==> src/sv/sfr_pkg.sv <==
`default_nettype none
// ----------------------------------------------------------------------------
// sfr_pkg
// shared types and constants for the stuffed frame receiver
// ----------------------------------------------------------------------------
package sfr_pkg;

    localparam logic [7:0] DELIM_BYTE    = 8'h7E;
    localparam logic [7:0] ESC_BYTE      = 8'h7D;
    localparam logic [7:0] FLIP_MASK     = 8'h20;
    localparam logic [2:0] PAYLOAD_BYTES = 3'd7;
    localparam int         CAPTURE_W     = 56;

    typedef enum logic [1:0] {
        ST_OK       = 2'd0,
        ST_SHORT    = 2'd1,
        ST_ESCAPE   = 2'd2,
        ST_OVERFLOW = 2'd3
    } status_t;

    typedef struct packed {
        status_t     status;
        logic [15:0] transaction_id;
        logic [7:0]  operation;
        logic [15:0] address;
        logic [15:0] value;
        logic        is_notification;
    } result_t;

endpackage
`default_nettype wire

==> src/sv/stuffed_frame_receiver_core.sv <==
`default_nettype none
// ----------------------------------------------------------------------------
// stuffed_frame_receiver_core
// byte-stuffed frame deframer with on-the-fly unstuffing
// input channel: one raw serial byte per request on rx_byte, taken at a
//   rising edge with in_valid high and in_stall low
// output channel: one frame report per request (status plus the decoded
//   transaction id, operation, address and value), taken at a rising edge
//   with out_valid high and out_stall low
// a 0x7e byte opens a frame when idle and closes it when inside one; a
//   closing byte or a raw overflow produces a report, every other byte
//   produces none
// report path: input register, decode, then the result register or skid entry
// throughput: one byte per cycle while in_stall is low
// stalls: a result register plus one skid entry hold reports; in_stall
//   rises only while the skid entry is full and a byte waits in the input
//   register
// reset: frame state, counters and all valid flags clear at once; the
//   payload capture register holds no reset value and is only read once
//   seven bytes have been written into it
// ----------------------------------------------------------------------------
module stuffed_frame_receiver_core #(
    parameter int MAX_RAW_LEN = 256
) (
    input  wire logic        clk,
    input  wire logic        rst_n,
    // byte input
    input  wire logic        in_valid,
    output logic             in_stall,
    input  wire logic [7:0]  rx_byte,
    // frame report output
    output logic             out_valid,
    input  wire logic        out_stall,
    output logic [1:0]       status,
    output logic [15:0]      transaction_id,
    output logic [7:0]       operation,
    output logic [15:0]      address,
    output logic [15:0]      value,
    output logic             is_notification
);

    // raw counter must hold MAX_RAW_LEN itself
    localparam int RAW_W = $clog2(MAX_RAW_LEN + 1);
    localparam logic [RAW_W-1:0] RAW_LIMIT = RAW_W'(MAX_RAW_LEN);

    // input register
    logic       byte_valid_reg, byte_valid_next;
    logic [7:0] byte_reg;

    // frame state
    logic             inside_frame_reg, inside_frame_next;
    logic             escape_pending_reg, escape_pending_next;
    logic [RAW_W-1:0] raw_count_reg, raw_count_next;
    logic [2:0]       payload_count_reg, payload_count_next;
    logic [sfr_pkg::CAPTURE_W-1:0] capture_reg, capture_next;

    // result register and skid entry
    logic             res_valid_reg, res_valid_next;
    logic             skid_valid_reg, skid_valid_next;
    sfr_pkg::result_t res_reg, res_next;
    sfr_pkg::result_t skid_reg, skid_next;

    logic             in_fire;
    logic             proc_fire;
    logic             out_fire;
    logic             push;
    logic             take;
    logic [7:0]       take_byte;
    sfr_pkg::result_t push_res;

    assign in_stall  = byte_valid_reg && skid_valid_reg;
    assign in_fire   = in_valid && !in_stall;
    // the held byte is decoded whenever a free slot is guaranteed for its report
    assign proc_fire = byte_valid_reg && !skid_valid_reg;
    assign out_fire  = res_valid_reg && !out_stall;

    always_comb
    begin
        byte_valid_next = byte_valid_reg;
        if (in_fire)
        begin
            byte_valid_next = 1'b1;
        end
        else if (proc_fire)
        begin
            byte_valid_next = 1'b0;
        end
    end

    // per-byte decode
    always_comb
    begin
        inside_frame_next   = inside_frame_reg;
        escape_pending_next = escape_pending_reg;
        raw_count_next      = raw_count_reg;
        payload_count_next  = payload_count_reg;
        capture_next        = capture_reg;
        push                = 1'b0;
        take                = 1'b0;
        take_byte           = byte_reg;
        push_res            = '0;

        if (proc_fire)
        begin
            if (byte_reg == sfr_pkg::DELIM_BYTE)
            begin
                escape_pending_next = 1'b0;
                raw_count_next      = '0;
                payload_count_next  = '0;
                if (!inside_frame_reg)
                begin
                    inside_frame_next = 1'b1;
                end
                else
                begin
                    // closing delimiter: escape check wins over length check
                    inside_frame_next = 1'b0;
                    push              = 1'b1;
                    if (escape_pending_reg)
                    begin
                        push_res.status = sfr_pkg::ST_ESCAPE;
                    end
                    else if (payload_count_reg < sfr_pkg::PAYLOAD_BYTES)
                    begin
                        push_res.status = sfr_pkg::ST_SHORT;
                    end
                    else
                    begin
                        push_res.status          = sfr_pkg::ST_OK;
                        push_res.transaction_id  = capture_reg[55:40];
                        push_res.operation       = capture_reg[39:32];
                        push_res.address         = capture_reg[31:16];
                        push_res.value           = capture_reg[15:0];
                        push_res.is_notification = (capture_reg[55:40] == 16'h0000);
                    end
                end
            end
            else if (inside_frame_reg)
            begin
                if (raw_count_reg >= RAW_LIMIT)
                begin
                    // raw overflow: drop the byte and abort the frame
                    inside_frame_next   = 1'b0;
                    escape_pending_next = 1'b0;
                    raw_count_next      = '0;
                    payload_count_next  = '0;
                    push                = 1'b1;
                    push_res.status     = sfr_pkg::ST_OVERFLOW;
                end
                else
                begin
                    raw_count_next = raw_count_reg + RAW_W'(1);
                    if (escape_pending_reg)
                    begin
                        escape_pending_next = 1'b0;
                        take                = 1'b1;
                        take_byte           = byte_reg ^ sfr_pkg::FLIP_MASK;
                    end
                    else if (byte_reg == sfr_pkg::ESC_BYTE)
                    begin
                        escape_pending_next = 1'b1;
                    end
                    else
                    begin
                        take = 1'b1;
                    end
                end
            end
        end

        // bytes past the seventh are counted but not kept
        if (take && (payload_count_reg < sfr_pkg::PAYLOAD_BYTES))
        begin
            capture_next       = {capture_reg[sfr_pkg::CAPTURE_W-9:0], take_byte};
            payload_count_next = payload_count_reg + 3'd1;
        end
    end

    // result register with one skid entry
    always_comb
    begin
        res_valid_next  = res_valid_reg;
        skid_valid_next = skid_valid_reg;
        res_next        = res_reg;
        skid_next       = skid_reg;
        if (out_fire)
        begin
            if (skid_valid_reg)
            begin
                res_next        = skid_reg;
                skid_valid_next = 1'b0;
            end
            else
            begin
                res_next       = push_res;
                res_valid_next = push;
            end
        end
        else if (push)
        begin
            if (!res_valid_reg)
            begin
                res_next       = push_res;
                res_valid_next = 1'b1;
            end
            else
            begin
                skid_next       = push_res;
                skid_valid_next = 1'b1;
            end
        end
    end

    always_ff @(posedge clk or negedge rst_n)
    begin
        if (!rst_n)
        begin
            byte_valid_reg     <= 1'b0;
            inside_frame_reg   <= 1'b0;
            escape_pending_reg <= 1'b0;
            raw_count_reg      <= '0;
            payload_count_reg  <= '0;
            res_valid_reg      <= 1'b0;
            skid_valid_reg     <= 1'b0;
        end
        else
        begin
            byte_valid_reg     <= byte_valid_next;
            inside_frame_reg   <= inside_frame_next;
            escape_pending_reg <= escape_pending_next;
            raw_count_reg      <= raw_count_next;
            payload_count_reg  <= payload_count_next;
            res_valid_reg      <= res_valid_next;
            skid_valid_reg     <= skid_valid_next;
        end
    end

    // payload registers, no reset
    always_ff @(posedge clk)
    begin
        if (in_fire)
        begin
            byte_reg <= rx_byte;
        end
        capture_reg <= capture_next;
        res_reg     <= res_next;
        skid_reg    <= skid_next;
    end

    assign out_valid       = res_valid_reg;
    assign status          = res_reg.status;
    assign transaction_id  = res_reg.transaction_id;
    assign operation       = res_reg.operation;
    assign address         = res_reg.address;
    assign value           = res_reg.value;
    assign is_notification = res_reg.is_notification;

    // skid entry only fills behind a waiting result
    a_skid_behind_res: assert property (@(posedge clk) disable iff (!rst_n)
        skid_valid_reg |-> res_valid_reg)
        else $error("skid entry valid without result register");

    // raw counter never passes the limit
    a_raw_bound: assert property (@(posedge clk) disable iff (!rst_n)
        raw_count_reg <= RAW_LIMIT)
        else $error("raw count beyond limit");

    // idle state carries no leftover frame context
    a_idle_clean: assert property (@(posedge clk) disable iff (!rst_n)
        !inside_frame_reg |-> (raw_count_reg == '0) && !escape_pending_reg
                              && (payload_count_reg == 3'd0))
        else $error("frame context left while idle");

    // error reports carry zero fields
    a_err_fields: assert property (@(posedge clk) disable iff (!rst_n)
        (res_valid_reg && (res_reg.status != sfr_pkg::ST_OK))
            |-> (res_reg.transaction_id == 16'h0000) && (res_reg.operation == 8'h00)
                && (res_reg.address == 16'h0000) && (res_reg.value == 16'h0000)
                && !res_reg.is_notification)
        else $error("error report with non-zero fields");

    // a byte never waits in the input register while reports can drain
    a_no_stuck_byte: assert property (@(posedge clk) disable iff (!rst_n)
        (byte_valid_reg && !skid_valid_reg) |=> (!byte_valid_reg || $past(in_fire)))
        else $error("input byte not decoded");

endmodule
`default_nettype wire

==> config.mk <==
export PLATFORM = sky130hd
export DESIGN_NAME = stuffed_frame_receiver_core
export DESIGN_NICKNAME = d
export VERILOG_FILES = /design/src/sv/sfr_pkg.sv /design/src/sv/stuffed_frame_receiver_core.sv
export SDC_FILE = /design/constraint.sdc
export NUM_CORES = 1
export LEC_CHECK = 0
export BUFFER_PORTS_ARGS = -buffer_cell sky130_fd_sc_hd__buf_2
export CORE_MARGIN = 8
export CORE_UTILIZATION = 45
export CTS_BUF_LIST = sky130_fd_sc_hd__clkbuf_16
export DETAILED_ROUTE_END_ITERATION = 16
export GPL_TIMING_DRIVEN = 0
export PLACE_DENSITY = 0.6
export SYNTH_ARGS = -nofsm -noshare
export SYNTH_HDL_FRONTEND = slang
export SYNTH_SLANG_ARGS = --single-unit
==> constraint.sdc <==
create_clock -name clk -period 8.1 [get_ports clk]
set_input_delay 1.62 -clock clk [delete_from_list [all_inputs] [get_ports clk]]
set_output_delay 1.62 -clock clk [all_outputs]
set_load 0.01 [all_outputs]
* Word level (Yosys, flattened, before mapping)
Cells that the tools add are included.
** Word-level totals
- Register bits :: 199
- Bits of input ports :: 12
- Word-level logic and storage cells :: 108
** Cells by class
- Add/sub/neg operators :: 2
- Muxes and demuxes :: 55
- Equal/unequal tests :: 4
- Magnitude comparators :: 2
- Bitwise gates (word level) :: 2
- Reductions and logical operators :: 22
** Operator list (number)
- $mux 59 :: 6
- $mux 57 :: 3
- $mux 6 :: 5
- $mux 1 :: 29
- $mux 9 :: 3
- $eq 8x7->1 const B :: 2
- $logic_not 16->1 :: 1
- $mux 3 :: 5
- $reduce_bool 2->1 :: 5
- $add 9x1->9 const B :: 1
- $ge 9x9->1 const B :: 1
- $mux 2 :: 4
- $reduce_and 2->1 :: 4
- $reduce_and 3->1 :: 2
- $reduce_bool 3->1 :: 2
- $logic_and 1x1->1 :: 5
- $add 3x1->3 const B :: 1
- $logic_not 1->1 :: 3
- $lt 3x3->1 const B :: 1
- $ne 2x1->1 const B :: 1
- $ne 2x2->1 const B :: 1
- $not 1->1 :: 2

* Logic depth before layout (Yosys ltp)
Gate-level depths: netlist (run 1).
- Word-level depth :: 10
- Mapped depth :: 7
- Mapped depth without buffers :: 5

* Worst setup path before layout (run 1)
No wires, ideal clock.
- Path type :: flip-flop to flip-flop
- Start :: reg byte_reg[0]
- End :: reg res_reg, in the netlist address[0] (enable)
- Period minus slack after synthesis :: 5758 ps
- Stages on the path, launching flop included :: 5
- Setup time :: 557 ps
- Setup slack :: 2342 ps
- Arrival time :: 5200 ps
- Cells stage by stage :: edfxtp_1 > nand4bb_1 > nor2_1 > o21bai_1 > o21ai_0
** Between the ends
- Word-level cells in the longest chain between the ends :: 5
** Ends and longest elaborated chain
- start: declaration :: RTL line stuffed_frame_receiver_core.sv:48 : logic [7:0] byte_reg;
- start signal: assignment :: RTL line stuffed_frame_receiver_core.sv:243 : byte_reg <= rx_byte;
- $eq 8x7->1 :: RTL line stuffed_frame_receiver_core.sv:105 : if (byte_reg == sfr_pkg::DELIM_BYTE)
- $mux 1 :: RTL line stuffed_frame_receiver_core.sv:105
- $mux 1 :: RTL line stuffed_frame_receiver_core.sv:103 : if (proc_fire)
- $reduce_bool 2->1 (no line)
- $reduce_and 2->1 (no line)
- end signal: assignment :: RTL line stuffed_frame_receiver_core.sv:246 : res_reg <= res_next;
- end: declaration :: RTL line stuffed_frame_receiver_core.sv:60 : sfr_pkg::result_t res_reg, res_next;
Every way passes these cells.
A chain may end at the register's enable or synchronous reset.

==> results of run 1 <==
==> cell usage after synthesis (all sizes together), types with 3 or more instances <==
library cell | n | share of area
edfxtp | 182 | 0.71
a21o | 58 | 0.057
and2 | 58 | 0.060
dfrtp | 17 | 0.056
nand2 | 15 | 0.0074
o21ai | 13 | 0.0085
buf | 9 | 0.015
clkbuf | 8 | 0.0039
nor4 | 7 | 0.0077
a21oi | 6 | 0.0039
inv | 5 | 0.0025
nand4 | 5 | 0.0049
nor2 | 5 | 0.0025
nand2b | 4 | 0.0033
o31ai | 4 | 0.0039
ha | 3 | 0.0049
mux2i | 3 | 0.0039
nand3 | 3 | 0.0020
==> cell families after synthesis <==
group / count (synthesis) / share of synthesized area
AO/OA/AOI/OAI: 96 / 0.0904
AND/OR/NAND/NOR: 112 / 0.107
multiplexers: 4 / 0.00540
flip-flops: 199 / 0.770
XOR/XNOR: 1 / 0.00114
adder cells (fa/ha/maj): 3 / 0.00491
buffers and inverters: 22 / 0.0213
==> area by class of cell <==
cell class | count | area [µm²] | area share
Buffer | 17 | 144 | 0.0160
Clock buffer | 17 | 425 | 0.0473
Clock inverter | 15 | 185 | 0.0206
Inverter | 5 | 18.8 | 0.00209
Multi-Input combinational cell | 216 | 1620 | 0.180
Sequential cell | 199 | 5890 | 0.655
Tap cell | 220 | 275 | 0.0306
Timing Repair Buffer | 75 | 428 | 0.0476
==> per-stage QoR <==
step	cell area [µm²]	power, mW	std cells	util	hold slack [ns]
floorplan	7650	1.22	437	-	0.426
global placement	8290	1.24	729	0.500	0.434
detailed placement	8380	1.25	732	0.505	0.434
CTS	8990	2.11	764	0.542	0.450
global route	8990	2.16	764	0.542	0.455
finish	8990	2.10	764	0.542	0.451
==> how the worst min path moves through the flow <==
stage	to	slack, ns	startpoint	cells past startpoint
floorplan	capture_reg[10]$_DFFE_PP_	0.43	capture_reg[2]$_DFFE_PP_	0
CTS	capture_reg[27]$_DFFE_PP_	0.45	capture_reg[19]$_DFFE_PP_	0
detailed placement	capture_reg[10]$_DFFE_PP_	0.43	capture_reg[2]$_DFFE_PP_	0
global placement	capture_reg[36]$_DFFE_PP_	0.43	capture_reg[28]$_DFFE_PP_	0
finish	capture_reg[10]$_DFFE_PP_	0.45	capture_reg[2]$_DFFE_PP_	0
global route	capture_reg[9]$_DFFE_PP_	0.46	capture_reg[1]$_DFFE_PP_	0
==> power breakdown <==
group | total [mW] | internal [mW] | switching [mW]
clock network | 0.869 | 0.512 | 0.357
logic | 0.0619 | 0.0252 | 0.0367
registers | 1.17 | 1.14 | 0.0265
total | 2.10 | 1.68 | 0.420
==> layer usage <==
layer	track usage	share of wire
met1	0.157	0.45
met2	0.212	0.49
met3	0.0368	0.049
met4	0.0541	0.017
met5	0	0
==> worst max-delay path, delay by kind of cell <==
kind | cells | cell delay [ns]
and+or+nand+nor | 2 | 0.67
buffers and inverters | 3 | 0.92
AOI/OAI and AO/OA | 1 | 0.18
==> impl_results.md, run 1 <==
- Outcome: finished clean
- Yosys cell types: 52
- Initial antenna violation count: 0
- Tightest Pin Transition: around 0.86 ns
- Lkg Pwr: ~3.8 nW
- Cts bufs inserted: 17
- Die Width: roughly 150 µm
- Net Count, Synth: approximately 450
- Global route total overflow: 0
- Start of the worst register-to-register path: byte_reg[0]$_DFFE_PP_
- Total Routed Length: around 13 mm
- CP Launch Point: out_stall
- Hold Fails Final Rpt: 0
- I/O pins: between 70 and 80
- Core area: between 0.015 and 0.02 mm²
- Finish-stage setup viols: 0
- Top FF cell, synth: edfxtp_1
- DRT iter0 DRCs: ~340
- Sequential share of the synthesized area: 0.770
- Hold/Removal Path Class: flop to flop
- P&R area growth vs syn: 17.4%
- Vias in the first global route: 4058
- Hold_buf cts: 0
- Die ar.: approximately 0.021 mm²
- CP Max Fanout: 10
- Commonest cells after routing, fill and taps aside: edfxtp_1 (182), buf_2 (75), a21o_1 (58), and2_4 (41)
- Synth Instances: around 440
- GPL Wtd Cong: just over 0.8
- Layout cells sized above 1: 0.298
- CTS sink count: slightly below 200
- Setup Buffers After CTS: 0
- Setup crit end kind: flop
- Sum Neg Setup Slack: 0 ns
- Final #Nets: 546
- Vias per cell: about 5.2
- Chip height: around 150 µm
- Vias: slightly below 4000
- Detail Route Antenna Nets: 0
- CTS tree: yes
- Root Driver: clkbuf_16
- Commonest non-fill, non-tap cell in the layout: edfxtp_1
- DP HPWL: between 9 and 10 mm
- Crit Path Class: input pin to flop
- Initial Utilization: 0.461
- End of the worst register-to-register path: skid_reg[51]$_DFFE_PP_
- Clock buffer depth: 2
- Worst setup margin: between 5 and 6 ns
- Critical-path cell list: buf_2 > nand2b_1 > nor2_1 > clkbuf_1 > buf_2 > a21o_1
- H-tree depth: 4
- All-Layer GR Usage: 0.129
- Slew Limit Fails: 0
- Wire per inst: 17.6 µm
- Headroom to the max-slew limit: 0.428
- Number of fill cells: 1391
- DRC viols: 0
- Power Density: roughly 230 mW/mm²
- Number of max-cap violations: 0
- Core Rows: 47
- Avg Cell Area, Syn: 17.5 µm²
- Max frequency: between 300 and 400 MHz
- Clk_skew: 0.00561 ns
- Max reg flops: 59
- CP peak stage delay: roughly 0.48 ns
- WP data arrival: 3.39 ns
- Setup crit start kind: input pin
- FF-to-FF setup slack: approximately 5.6 ns
- Final Critical Period: between 3 and 4 ns
- Slowest CP cell: clkbuf_1
- RSZ-0062 raised after global routing: no
- # port buffers: just over 70
- Crit path required time: ~8.4 ns
- Register bit count reported by yosys: about 200
- Worst R2R Path Depth: 4
- Worst IR Drop VDD: approximately 0.17 mV
- Clock transition at path regs: about 0.06 ns
- Final worst path period share: 0.383
- Most used cell, CP: buf_2
- First-pass GRT wire length: 21.6 mm
- # diodes: 0
- Worst Setup EP: transaction_id[3]$_DFFE_PP_
- Later-pin clock latency in the skew report: 0.43 ns
- Largest net degree at the start of global routing: 60
- Drt first pass iters: 4
- Worst slack at placement: 4.55 ns
- Cts repair resizes: 0
- Post-synth ARST share: 0.0854
- EDFF count, synth: ~180
- Mapped cell area: 0.00765 mm²
- Yosys Warn Count: 0
Note: power is estimated with default switching activity, not from simulation.
==> run 2, diff against run 1 <==
==> constraint.sdc (replaced) <==
create_clock -name clk -period 2.9 [get_ports clk]
set_input_delay 0.58 -clock clk [delete_from_list [all_inputs] [get_ports clk]]
set_output_delay 0.58 -clock clk [all_outputs]
set_load 0.01 [all_outputs]
==> impl_results.md, run 2 (synthesized netlist as in run 1, its figures left out) <==
- Outcome: finished clean
- Root Driver: clkbuf_16
- Drt first pass iters: 4 (unchanged)
- Final Critical Period: between 2 and 2.5 ns
- Largest net degree at the start of global routing: 60 (unchanged)
- All-Layer GR Usage: 0.128 (-0.00137)
- Initial antenna violation count: 0 (unchanged)
- Chip height: 146 µm (unchanged)
- RSZ-0062 raised after global routing: no
- Worst R2R Path Depth: 4 (unchanged)
- Number of fill cells: 1346 (-3.2%)
- Area of the multi-input gates: 0.00162 mm² (unchanged)
- I/O pins: 73 (unchanged)
- # port buffers: 72 (unchanged)
- Lkg Pwr: 3.81 nW (about the same)
- Detail Route Antenna Nets: 0 (unchanged)
- Cts repair resizes: 0 (unchanged)
- Vias: 3904 (-0.96%)
- Tightest Pin Transition: 0.884 ns (+0.0278 ns)
- Commonest non-fill, non-tap cell in the layout: edfxtp_1
- Pwr Total: 5.76 mW (+170%)
- Clock power frac: 0.404 (-0.010)
- Clock buffer depth: 2 (unchanged)
- Hold/Removal Path Class: input pin to asynchronous set/reset pin
- DP HPWL: 9.17 mm (-0.42%)
- First-pass GRT wire length: 21.5 mm (-0.61%)
- Later-pin clock latency in the skew report: 0.43 ns (about the same)
- Wire per inst: 17.5 µm (-0.33%)
- CP Max Fanout: 59 (+49)
- Comb pwr share: 0.030 (about the same)
- Worst IR Drop VDD: 0.418 mV (+140%)
- Headroom to the max-slew limit: 0.409 (-0.0185)
- Core Rows: 47 (unchanged)
- Global route total overflow: 0 (unchanged)
- Sequential Area: 0.00589 mm² (unchanged)
- Slew Limit Fails: 0 (unchanged)
- Final core utilization: 0.540 (-0.00159)
- DRT iter0 DRCs: 312 (-7.1%)
- Finish-stage setup viols: 0 (unchanged)
- Final #Nets: 546 (unchanged)
- Vias per cell: 5.11 (-0.96%)
- Worst slack at placement: 0.393 ns (-4.15 ns)
- DRC viols: 0 (unchanged)
- Final worst path period share: 0.858
- Setup crit start kind: flop
- Crit path required time: 2.95 ns (-5.44 ns)
- Max reg flops: 59 (unchanged)
- Cts bufs inserted: 17 (unchanged)
- GPL Wtd Cong: 0.811 (-1.3%)
- Hold Fails Final Rpt: 0 (unchanged)
- Die ar.: 0.0214 mm² (unchanged)
- Core area: 0.0166 mm² (unchanged)
- WP data arrival: 2.54 ns (-0.85 ns)
- Commonest cells after routing, fill and taps aside: edfxtp_1 (182), buf_2 (75), a21o_1 (58), and2_4 (41)
- CTS sink count: 199 (unchanged)
- Hold_buf cts: 0 (unchanged)
- Reg power frac: 0.567 (+0.011)
- Total Routed Length: 13.4 mm (-0.33%)
- Clock transition at path regs: 0.07 ns (about the same)
- H-tree depth: 4 (unchanged)
- Setup Buffers After CTS: 0 (unchanged)
- CTS tree: yes
- Vias in the first global route: 4107 (+1.2%)
- Net Sw Power: 1.16 mW (+180%)
- Power Density: 642 mW/mm² (+180%)
- Worst setup margin: 0.411 ns (-4.59 ns)
- Initial Utilization: 0.461 (unchanged)
- # diodes: 0 (unchanged)
- Sum Neg Setup Slack: 0 ns (unchanged)
- Clk_skew: 0.0160 ns (+0.0104 ns)
- Number of max-cap violations: 0 (unchanged)
- Crit Path Class: flop to flop
- Die Width: 146 µm (unchanged)
- Max frequency: about 400 MHz
- Setup crit end kind: flop
- Sw frac: 0.201 (+0.000626)
- Internal Power: 4.60 mW (+170%)
- Hold Slack: 0.0736 ns (-0.377 ns)
- Layout cells sized above 1: 0.300 (+0.00184)
- P&R area growth vs syn: 17.1%
==> run 2: changes by cell type in the layout (fill, tap and decap cells not counted) <==
cell | before | now
clkinv_1 | 4 | 2
inv_1 | 6 | 7
clkinv_2 | 1 | 4
bufinv_16 | 4 | 3
inv_6 | 1 | 2
clkinv_4 | 2 | 1
clkinvlp_4 | 2 | 1
==> run 2: critical path, stage by stage, from the launching register on <==
cell       delay (ns)
edfxtp_1         0.47
nand4bb_1        0.33
nor2_1           0.33
o2111a_1         0.24
and2_4           0.72
==> run 2: power groups by stage <==
| stage | Combinational (mW) | Sequential, mW | Clock [mW] |
|---|---|---|---|
| floorplan | 0.124 | 3.30 | 0 |
| global placement | 0.158 | 3.32 | 0 |
| detailed placement | 0.172 | 3.32 | 0 |
| CTS | 0.171 | 3.26 | 2.38 |
| global route | 0.195 | 3.27 | 2.48 |
| finish | 0.170 | 3.26 | 2.32 |
==> run 2: worst paths after layout <==
| check | from | to | slack (ns) |
|---|---|---|---|
| max | byte_reg[0]$_DFFE_PP_ | skid_reg[41]$_DFFE_PP_ | 0.41 |
| min | rst_n | raw_count_reg[0]$_DFFE_PN0P_ | 0.07 |
| max reg2reg | byte_reg[0]$_DFFE_PP_ | skid_reg[41]$_DFFE_PP_ | 0.41 |
| min reg2reg | capture_reg[5]$_DFFE_PP_ | capture_reg[13]$_DFFE_PP_ | 0.44 |
| max in group asynchronous | rst_n | payload_count_reg[2]$_DFFE_PN0P_ | 2.54 |
| min in group clk | rx_byte[3] | byte_reg[3]$_DFFE_PP_ | 0.33 |
==> run 2: layer usage <==
layer / track usage / wire length (µm) / part of all wire
met1: 0.154 / 6000 / 0.45
met3: 0.0392 / 599 / 0.045
met5: 0 / 0 / 0
met2: 0.212 / 6630 / 0.50
met4: 0.0489 / 150 / 0.011
==> run 2: per-stage QoR <==
step | instance area, µm² | instances
6_report | 8960 | 764
3_5_place_dp | 8380 | 732
3_3_place_gp | 8300 | 729
5_1_grt | 8960 | 764
4_1_cts | 8960 | 764
2_1_floorplan | 7670 | 437
==> run 2: layout make-up <==
class / instances / share of cell area
plain buffers: 17 / 0.0161
flip-flops and latches: 199 / 0.657
inverters: 5 / 0.00209
repair buffers: 75 / 0.0478
multi-input cells: 216 / 0.181
clock inverters: 15 / 0.0177
well taps: 220 / 0.0307
clock buffers: 17 / 0.0475
